--- config.mk ---
export PLATFORM = sky130hd
export DESIGN_NAME = msi_snooping_cache_controller_core
export DESIGN_NICKNAME = d
export VERILOG_FILES = /design/src/rtl/msc_pkg.sv /design/src/rtl/msc_ram.sv /design/src/rtl/msc_lookup.sv /design/src/rtl/msc_pipe.sv /design/src/rtl/msc_pipe_wrap_note.sv /design/src/rtl/msi_snooping_cache_controller_core.sv
export SDC_FILE = /design/constraint.sdc
export NUM_CORES = 1
export LEC_CHECK = 0
export BUFFER_PORTS_ARGS = -buffer_cell sky130_fd_sc_hd__buf_2
export CAP_MARGIN = 15
export CORE_MARGIN = 2
export CORE_UTILIZATION = 45
export DETAILED_ROUTE_END_ITERATION = 12
export SYNTH_ARGS = -nofsm -noshare
export SYNTH_HDL_FRONTEND = slang
export SYNTH_SLANG_ARGS = --single-unit
export TNS_END_PERCENT = 1
--- constraint.sdc ---
create_clock -name clk -period 4.93 [get_ports clk]
set_clock_uncertainty 0.1 [all_clocks]
set_input_delay 1.479 -clock clk [delete_from_list [all_inputs] [get_ports clk]]
set_output_delay 1.479 -clock clk [all_outputs]
set_load 0.01 [all_outputs]
--- src/rtl/msc_pkg.sv ---
// ----------------------------------------------------------------------------
// MSI snooping cache controller package
// Shared types, codes, default sizes and elaboration helpers.
// ----------------------------------------------------------------------------
package msc_pkg;

  localparam int CACHE_BYTES_DEF = 1024;
  localparam int BLOCK_BYTES_DEF = 16;
  localparam int ADDR_BITS_DEF   = 32;
  localparam int ADDR_W          = 32;

  typedef enum logic [2:0] {
    MODE_READ     = 3'd0,
    MODE_WRITE    = 3'd1,
    MODE_SNP_RD   = 3'd2,
    MODE_SNP_RDX  = 3'd3,
    MODE_FILL_S   = 3'd4,
    MODE_FILL_M   = 3'd5
  } mode_t;

  typedef enum logic [1:0] {
    ST_I = 2'd0,
    ST_S = 2'd1,
    ST_M = 2'd2
  } line_state_t;

  typedef enum logic [1:0] {
    REQ_NONE = 2'd0,
    REQ_RD   = 2'd1,
    REQ_RDX  = 2'd2
  } bus_req_t;

  typedef struct packed {
    logic [2:0]        mode;
    logic [ADDR_W-1:0] address;
  } in_item_t;

  typedef struct packed {
    logic              hit;
    logic [1:0]        bus_request;
    logic [ADDR_W-1:0] request_address;
    logic [1:0]        line_state;
  } out_item_t;

  typedef struct packed {
    logic        hit;
    bus_req_t    bus_request;
    line_state_t line_state;
  } lk_res_t;

  function automatic int floor_log2(input longint v);
    int     n;
    longint t;
    n = 0;
    t = v;
    for (int i = 0; i < 63; i++) begin
      if (t > 1) begin
        t = t >> 1;
        n = n + 1;
      end
    end
    return n;
  endfunction

endpackage

--- src/rtl/msc_ram.sv ---
// ----------------------------------------------------------------------------
// Generic RAM
// One write port and one read port with registered read data.
// ----------------------------------------------------------------------------
module msc_ram #(
  parameter int WIDTH = 8,
  parameter int DEPTH = 64,
  localparam int AW   = (DEPTH > 1) ? $clog2(DEPTH) : 1
) (
  input  logic             clk,
  input  logic             we,
  input  logic [AW-1:0]    waddr,
  input  logic [WIDTH-1:0] wdata,
  input  logic             re,
  input  logic [AW-1:0]    raddr,
  output logic [WIDTH-1:0] rdata
);

  logic [WIDTH-1:0] mem [DEPTH];
  logic [WIDTH-1:0] rdata_r;

  always_ff @(posedge clk) begin
    if (we) begin
      mem[waddr] <= wdata;
    end
    if (re) begin
      rdata_r <= mem[raddr];
    end
  end

  assign rdata = rdata_r;

endmodule

--- src/rtl/msc_lookup.sv ---
// ----------------------------------------------------------------------------
// MSI line lookup and update
// Applies one request, snoop or fill to the indexed line and forms the result.
// ----------------------------------------------------------------------------
module msc_lookup #(
  parameter int TAG_W = 22
) (
  input  logic [2:0]           mode,
  input  msc_pkg::line_state_t old_state,
  input  logic [TAG_W-1:0]     old_tag,
  input  logic [TAG_W-1:0]     tag,
  output msc_pkg::line_state_t new_state,
  output logic [TAG_W-1:0]     new_tag,
  output msc_pkg::lk_res_t     res
);

  logic match;

  assign match = (old_state != msc_pkg::ST_I) && (old_tag == tag);

  always_comb begin
    new_state       = old_state;
    new_tag         = old_tag;
    res.hit         = 1'b0;
    res.bus_request = msc_pkg::REQ_NONE;
    unique case (mode) inside
      msc_pkg::MODE_READ: begin
        res.hit = match;
        if (!match) begin
          res.bus_request = msc_pkg::REQ_RD;
        end
      end
      msc_pkg::MODE_WRITE: begin
        res.hit = match;
        if (!match) begin
          res.bus_request = msc_pkg::REQ_RDX;
        end else if (old_state != msc_pkg::ST_M) begin
          new_state       = msc_pkg::ST_M;
          res.bus_request = msc_pkg::REQ_RDX;
        end
      end
      msc_pkg::MODE_SNP_RD: begin
        if (match && old_state == msc_pkg::ST_M) begin
          new_state = msc_pkg::ST_S;
        end
      end
      msc_pkg::MODE_SNP_RDX: begin
        if (match) begin
          new_state = msc_pkg::ST_I;
        end
      end
      msc_pkg::MODE_FILL_S, msc_pkg::MODE_FILL_M: begin
        if (old_state == msc_pkg::ST_I) begin
          new_state = (mode == msc_pkg::MODE_FILL_S) ? msc_pkg::ST_S : msc_pkg::ST_M;
          new_tag   = tag;
        end
      end
      default: begin
      end
    endcase
    res.line_state = new_state;
  end

endmodule

--- src/rtl/msc_pipe.sv ---
// ----------------------------------------------------------------------------
// MSI controller datapath
// Line store, input stage with write forwarding, and result register.
// ----------------------------------------------------------------------------
module msc_pipe #(
  parameter int OB    = 4,
  parameter int IB    = 6,
  parameter int TAG_W = 22,
  parameter logic [31:0] ADDR_MASK = 32'hFFFF_FFFF
) (
  input  logic               clk,
  input  logic               rst_n,
  input  logic               in_valid,
  output logic               in_stall,
  input  msc_pkg::in_item_t  in_item,
  output logic               out_valid,
  input  logic               out_stall,
  output msc_pkg::out_item_t out_item,
  output logic               s1_valid
);

  localparam int DEPTH  = 2 ** IB;
  localparam int IDX_W  = (IB > 0) ? IB : 1;
  localparam int LINE_W = TAG_W + 2;
  localparam logic [31:0] IDX_MASK = 32'((64'd1 << IB) - 64'd1);
  localparam logic [IDX_W-1:0] IDX_LAST = IDX_W'(DEPTH - 1);

  logic                 clr_busy_r;
  logic [IDX_W-1:0]     clr_idx_r;
  logic                 v1_r;
  msc_pkg::in_item_t    item_r;
  logic                 fwd_r;
  logic [LINE_W-1:0]    fwd_line_r;
  logic                 out_valid_r;
  msc_pkg::out_item_t   out_item_r;

  logic                 accept;
  logic                 adv;
  logic                 fire;
  logic [31:0]          in_addr_m;
  logic [31:0]          s1_addr_m;
  logic [IDX_W-1:0]     rd_idx;
  logic [IDX_W-1:0]     s1_idx;
  logic [TAG_W-1:0]     s1_tag;
  logic [LINE_W-1:0]    ram_rdata;
  logic [LINE_W-1:0]    cur_line;
  logic [LINE_W-1:0]    upd_line;
  logic                 ram_we;
  logic [IDX_W-1:0]     ram_waddr;
  logic [LINE_W-1:0]    ram_wdata;
  msc_pkg::line_state_t new_state;
  logic [TAG_W-1:0]     new_tag;
  msc_pkg::lk_res_t     res;

  assign adv      = !out_valid_r || !out_stall;
  assign fire     = v1_r && adv;
  assign in_stall = clr_busy_r || (v1_r && !adv);
  assign accept   = in_valid && !in_stall;

  assign in_addr_m = in_item.address & ADDR_MASK;
  assign s1_addr_m = item_r.address & ADDR_MASK;
  assign rd_idx    = IDX_W'((in_addr_m >> OB) & IDX_MASK);
  assign s1_idx    = IDX_W'((s1_addr_m >> OB) & IDX_MASK);
  assign s1_tag    = TAG_W'(s1_addr_m >> (OB + IB));

  assign cur_line  = fwd_r ? fwd_line_r : ram_rdata;
  assign upd_line  = {new_state, new_tag};

  assign ram_we    = clr_busy_r || fire;
  assign ram_waddr = clr_busy_r ? clr_idx_r : s1_idx;
  assign ram_wdata = clr_busy_r ? '0 : upd_line;

  msc_ram #(
    .WIDTH (LINE_W),
    .DEPTH (DEPTH)
  ) u_ram (
    .clk   (clk),
    .we    (ram_we),
    .waddr (ram_waddr),
    .wdata (ram_wdata),
    .re    (accept),
    .raddr (rd_idx),
    .rdata (ram_rdata)
  );

  msc_lookup #(
    .TAG_W (TAG_W)
  ) u_lookup (
    .mode      (item_r.mode),
    .old_state (msc_pkg::line_state_t'(cur_line[TAG_W +: 2])),
    .old_tag   (cur_line[TAG_W-1:0]),
    .tag       (s1_tag),
    .new_state (new_state),
    .new_tag   (new_tag),
    .res       (res)
  );

  always_ff @(posedge clk) begin
    if (!rst_n) begin
      clr_busy_r  <= 1'b1;
      clr_idx_r   <= '0;
      v1_r        <= 1'b0;
      out_valid_r <= 1'b0;
    end else begin
      if (clr_busy_r) begin
        clr_idx_r <= clr_idx_r + 1'b1;
        if (clr_idx_r == IDX_LAST) begin
          clr_busy_r <= 1'b0;
        end
      end
      if (accept) begin
        v1_r <= 1'b1;
      end else if (adv) begin
        v1_r <= 1'b0;
      end
      if (adv) begin
        out_valid_r <= v1_r;
      end
    end
  end

  always_ff @(posedge clk) begin
    if (accept) begin
      item_r     <= in_item;
      fwd_r      <= fire && (s1_idx == rd_idx);
      fwd_line_r <= upd_line;
    end
    if (fire) begin
      out_item_r.hit             <= res.hit;
      out_item_r.bus_request     <= res.bus_request;
      out_item_r.request_address <= (res.bus_request != msc_pkg::REQ_NONE) ?
                                    item_r.address : '0;
      out_item_r.line_state      <= res.line_state;
    end
  end

  assign out_valid = out_valid_r;
  assign out_item  = out_item_r;
  assign s1_valid  = v1_r;

endmodule

--- src/rtl/msc_pipe_wrap_note.sv ---
// ----------------------------------------------------------------------------
// MSI controller address split
// Derives the offset, index and tag geometry from the cache sizes.
// ----------------------------------------------------------------------------
module msc_geom #(
  parameter int CACHE_BYTES = msc_pkg::CACHE_BYTES_DEF,
  parameter int BLOCK_BYTES = msc_pkg::BLOCK_BYTES_DEF,
  parameter int ADDR_BITS   = msc_pkg::ADDR_BITS_DEF
) (
  input  logic               clk,
  input  logic               rst_n,
  input  logic               in_valid,
  output logic               in_stall,
  input  msc_pkg::in_item_t  in_item,
  output logic               out_valid,
  input  logic               out_stall,
  output msc_pkg::out_item_t out_item,
  output logic               s1_valid
);

  localparam int OB    = msc_pkg::floor_log2(longint'(BLOCK_BYTES));
  localparam int LINES = CACHE_BYTES / BLOCK_BYTES;
  localparam int IB    = msc_pkg::floor_log2(longint'(LINES));
  localparam int AW    = (ADDR_BITS < 32) ? ADDR_BITS : 32;
  localparam int TAG_W = (AW > OB + IB) ? (AW - OB - IB) : 1;
  localparam logic [31:0] ADDR_MASK =
    (ADDR_BITS >= 32) ? 32'hFFFF_FFFF : 32'((64'd1 << AW) - 64'd1);

  msc_pipe #(
    .OB        (OB),
    .IB        (IB),
    .TAG_W     (TAG_W),
    .ADDR_MASK (ADDR_MASK)
  ) u_pipe (
    .clk       (clk),
    .rst_n     (rst_n),
    .in_valid  (in_valid),
    .in_stall  (in_stall),
    .in_item   (in_item),
    .out_valid (out_valid),
    .out_stall (out_stall),
    .out_item  (out_item),
    .s1_valid  (s1_valid)
  );

endmodule

--- src/rtl/msi_snooping_cache_controller_core.sv ---
// ----------------------------------------------------------------------------
// MSI snooping cache controller core
// Direct-mapped MSI tag and state controller for reads, writes, snoops, fills.
// ----------------------------------------------------------------------------
// The block takes one item per cycle while in_stall is low: the line store
// is read at acceptance, the item is resolved against the read line in the
// following cycle and the result is registered once the output advances.
// A line updated by the item just ahead is forwarded, so back-to-back items
// to the same line see each other's effects. After reset the line store is
// cleared one line per cycle, all CACHE_BYTES / BLOCK_BYTES lines (rounded down
// to a power of two, at least one), during which in_stall is held high.
module msi_snooping_cache_controller_core #(
  parameter int CACHE_BYTES = msc_pkg::CACHE_BYTES_DEF,
  parameter int BLOCK_BYTES = msc_pkg::BLOCK_BYTES_DEF,
  parameter int ADDR_BITS   = msc_pkg::ADDR_BITS_DEF
) (
  input  logic               clk,
  input  logic               rst_n,
  input  logic               in_valid,
  output logic               in_stall,
  input  msc_pkg::in_item_t  in_item,
  output logic               out_valid,
  input  logic               out_stall,
  output msc_pkg::out_item_t out_item
);

  logic s1_valid;

  msc_geom #(
    .CACHE_BYTES (CACHE_BYTES),
    .BLOCK_BYTES (BLOCK_BYTES),
    .ADDR_BITS   (ADDR_BITS)
  ) u_core (
    .clk       (clk),
    .rst_n     (rst_n),
    .in_valid  (in_valid),
    .in_stall  (in_stall),
    .in_item   (in_item),
    .out_valid (out_valid),
    .out_stall (out_stall),
    .out_item  (out_item),
    .s1_valid  (s1_valid)
  );

`ifndef SYNTHESIS
  a_req_addr_zero: assert property (@(posedge clk) disable iff (!rst_n)
    out_valid && out_item.bus_request == msc_pkg::REQ_NONE |->
      out_item.request_address == '0)
    else $error("Request address set without a bus request.");

  a_hit_no_busrd: assert property (@(posedge clk) disable iff (!rst_n)
    out_valid && out_item.hit |-> out_item.bus_request != msc_pkg::REQ_RD)
    else $error("BusRd issued on a hit.");

  a_result_follows: assert property (@(posedge clk) disable iff (!rst_n)
    s1_valid && !(out_valid && out_stall) |=> out_valid)
    else $error("A resolved item did not reach the result register.");

  a_stall_cause: assert property (@(posedge clk) disable iff (!rst_n)
    in_stall && $past(rst_n) && !$past(in_stall) |-> s1_valid && out_valid && out_stall)
    else $error("Input stalled without a blocked item.");
`endif

endmodule
==> summary.txt <==
Clocking
  • Root buffer cell: clkbuf_16
  • Max Root-Sink Buffers: 3
  • Clock slew at reported path FFs: around 60 ps
  • # hold bufs at CTS: 0
  • Post-CTS Setup Inserts: 0
  • Inserted Clock Buffers: 161
  • CTS H-tree lvls: 4
  • TritonCTS Sinks: 1666
  • Post-CTS sizing: 0
  • Clk Latency, worst-skew pair: roughly 800 ps
  • CTS tree: yes

STA
  • Setup ws final: ~700 ps
  • RSZ-0062 raised after global routing: no
  • Final setup vio count: 0
  • Worst Tran Pin Value: 1220 ps
  • Achievable Freq: between 200 and 250 MHz
  • Slew margin rel.: roughly 19%
  • Tcrit/Tclk final: between 80% and 90%
  • Final Hold Violating Endpoints: 0
  • Final max-slew violation count: 0
  • Tmin final: approximately 4200 ps

Place
  • DP HPWL: 89.5 mm
  • Pre-CTS setup slack: between 10 and 15 ps
  • Number of port buffers: 77
  • Placed cell area: just under 70000 um^2
  • Placer Congestion: between 0.8 and 0.9

Power and ir drop
  • Net Switching: approximately 0.0056 W
  • VDD IR max: approximately 260 uV
  • Logic pwr share: roughly 2.8%
  • Sequential power share: 55.6%
  • Internal: roughly 0.022 W
  • Net Sw Frac: between 20% and 30%
  • Pwr Total: 0.0278 W
  • Leakage: ~22 nW
  • Clock network fraction of total power: between 40% and 50%
  • PD cells: approximately 380 nW/um^2

Logic synthesis
  • Post-synth EDFFs: 1657
  • Top cells by count, synth: edfxtp_1 (1657), mux4_2 (480), nor2_1 (97)
  • Largest cells by area after synthesis: edfxtp_1 (78%), mux4_2 (17%), nor2_1 (0.57%)
  • Synthesized cell area: approximately 64000 um^2
  • Syn Inst Count: 2709
  • Sequential area share after synthesis: around 78%
  • #FFs+latches synth: around 1700
  • Most common cell in the netlist: edfxtp_1
  • Post-Syn Nets: between 2000 and 3000
  • Post-synth ARST share: 0%
  • Yosys top cell area share: 77.8%
  • Distinct cell type count after synthesis: 45
  • Ys flop type: edfxtp_1
  • Ys Warns: 0
  • Leading area contributor after synthesis: edfxtp_1
  • Syn_area_per_cell: 23.6 um^2

Finish
  • Final core utilization: approximately half
  • Layout cells sized above 1: around a third
  • Area Overhead vs Synth: 14.3%
  • Final design area excluding fillers: between 70000 and 80000 um^2
  • Final nets: between 3000 and 4000

Outcome
  • Outcome: finished, final reports clean

GRT
  • Largest net degree at the start of global routing: 65
  • GRT Util Overall: 22.1%
  • Initial antenna violation count: 5
  • Number of global-route vias before repair: roughly 30000
  • Global-route wire length before repair: 226 mm
  • Global route total overflow: 0

Critical path
  • Slowest stage cell on the critical path: edfxtp_1
  • Critical Path End Type: flop
  • CP required: about 5500 ps
  • CP peak stage delay: between 1000 and 1500 ps
  • CP startpoint kind: flop
  • Top cell by count, worst path: buf_4
  • Critical path type: reg2reg
  • Crit-path cells: buf_12 -> mux2i_1 -> nand4_1 -> buf_4 -> a21oi_1 -> nor2b_4 -> buf_4
  • Critical path arrival: 4730 ps
  • CP Max Fanout: between 40 and 50

Drt
  • Number of nets with antenna violations after routing: 0
  • Drt pass-1 iters: 6
  • DRT Wirelength: around 160 mm
  • Number of vias per cell: between 6 and 7
  • Via count: slightly above 30000
  • Remaining DRCs: 0
  • WL per Instance: ~32 um
  • Number of DRC markers in iteration 0: ~3900

Floorplanning
  • DIE AREA: approximately 150000 um^2
  • Core area: between 100000 and 150000 um^2
  • Die H: 381 um
  • Cell Rows: around 140
  • # IOs: 78
  • Die X: around 380 um
  • Starting density of the core: between 40% and 50%

Run
  • MaxCap Viol Count: 0

Min path
  • Hold crit path type: reg2reg
registers in the layout (all words and copies together) (netlist names), 3 cells and up:
register and flops:
u_core.u_pipe.fwd_line_r 24, u_core.u_pipe.u_ram.rdata 24, u_core.u_pipe.item_r 3, u_core.u_pipe.out_item 37
u_core.u_pipe.u_ram.mem 1536, u_core.u_pipe.clr_idx_r 6, u_core.u_pipe.s1_addr_m 32
layout make-up:
type,instances,area [um^2]
Tap cell,1890,2360
Clock buffer,203,4230
Inverter,9,33.8
Antenna cell,2,5.00
Clock inverter,83,646
Multi-Input combinational cell,893,13700
Timing Repair Buffer,260,2140
Sequential cell,1666,49900
Fill cell,10900,68200
worst max-delay path, delay by kind of cell (launching register included):
kind | cells | cell delay (ps)
compound gates | 1 | 480
buf+inv | 3 | 910
simple gates | 2 | 970
flops | 1 | 1040
mux | 1 | 500
layer usage:
metal  global-route usage, %  vias up  share of wire (%)
met2                    35.2     1449                 49
met3                    3.99      234                8.1
met1                    31.1    16400                 40
li1                        -    12200                  -
met4                    7.47        0                3.1
met5                       0        -                  0
per-stage QoR:
step	instances	setup TNS (ps)	hold WS, ps
after floorplan	2709	0	372
after global placement	4717	-19.7	385
after detailed placement	4717	0	415
after CTS	5003	0	428
after global routing	5004	0	464
final	5006	0	429
final timing paths:
path,start,slack (ps),depth (start not counted),to
max reg2reg,u_core.u_pipe.fwd_r$_DFFE_PP_,720,7,u_core.u_pipe.u_ram.mem[18][17]$_DFFE_PP_
min reg2reg,u_core.u_pipe.s1_valid$_SDFFE_PN0P_,430,2,u_core.u_pipe.out_valid$_SDFFE_PN0N_
min,u_core.u_pipe.s1_valid$_SDFFE_PN0P_,430,2,u_core.u_pipe.out_valid$_SDFFE_PN0N_
max,u_core.u_pipe.fwd_r$_DFFE_PP_,720,7,u_core.u_pipe.u_ram.mem[18][17]$_DFFE_PP_
layout by cell type (no fill, tap or decap), types with 22 or more instances in the layout:
cell,count
mux2i_1,22
nor2_1,31
clkbuf_16,163
buf_12,28
a21oi_1,23
clkinv_2,27
nor2b_4,22
nor2_2,61
a22oi_1,48
edfxtp_1,1657
and3_1,33
clkbuf_1,40
buf_2,73
clkinv_1,34
buf_4,155
mux4_2,480
xnor2_1,29
nand2_1,51
power by group through the flow:
stage / clock network [W] / registers [W] / logic [W]
after global placement: 0 / 0.0157 / 0.000792
after CTS: 0.0117 / 0.0154 / 0.000798
after global routing: 0.0123 / 0.0154 / 0.000826
after detailed placement: 0 / 0.0157 / 0.000796
after floorplan: 0 / 0.0157 / 0.000478
final: 0.0115 / 0.0154 / 0.000785
cell families after synthesis:
kind of cell,count (synthesis),share of synthesized area [%]
flops,1666,78.1
xor+xnor,31,0.425
fa+ha+maj,1,0.0196
compound gates,96,1.05
simple gates,255,1.93
buf+inv,150,1.04
mux,510,17.4
Power figures use the tool's default switching activity.
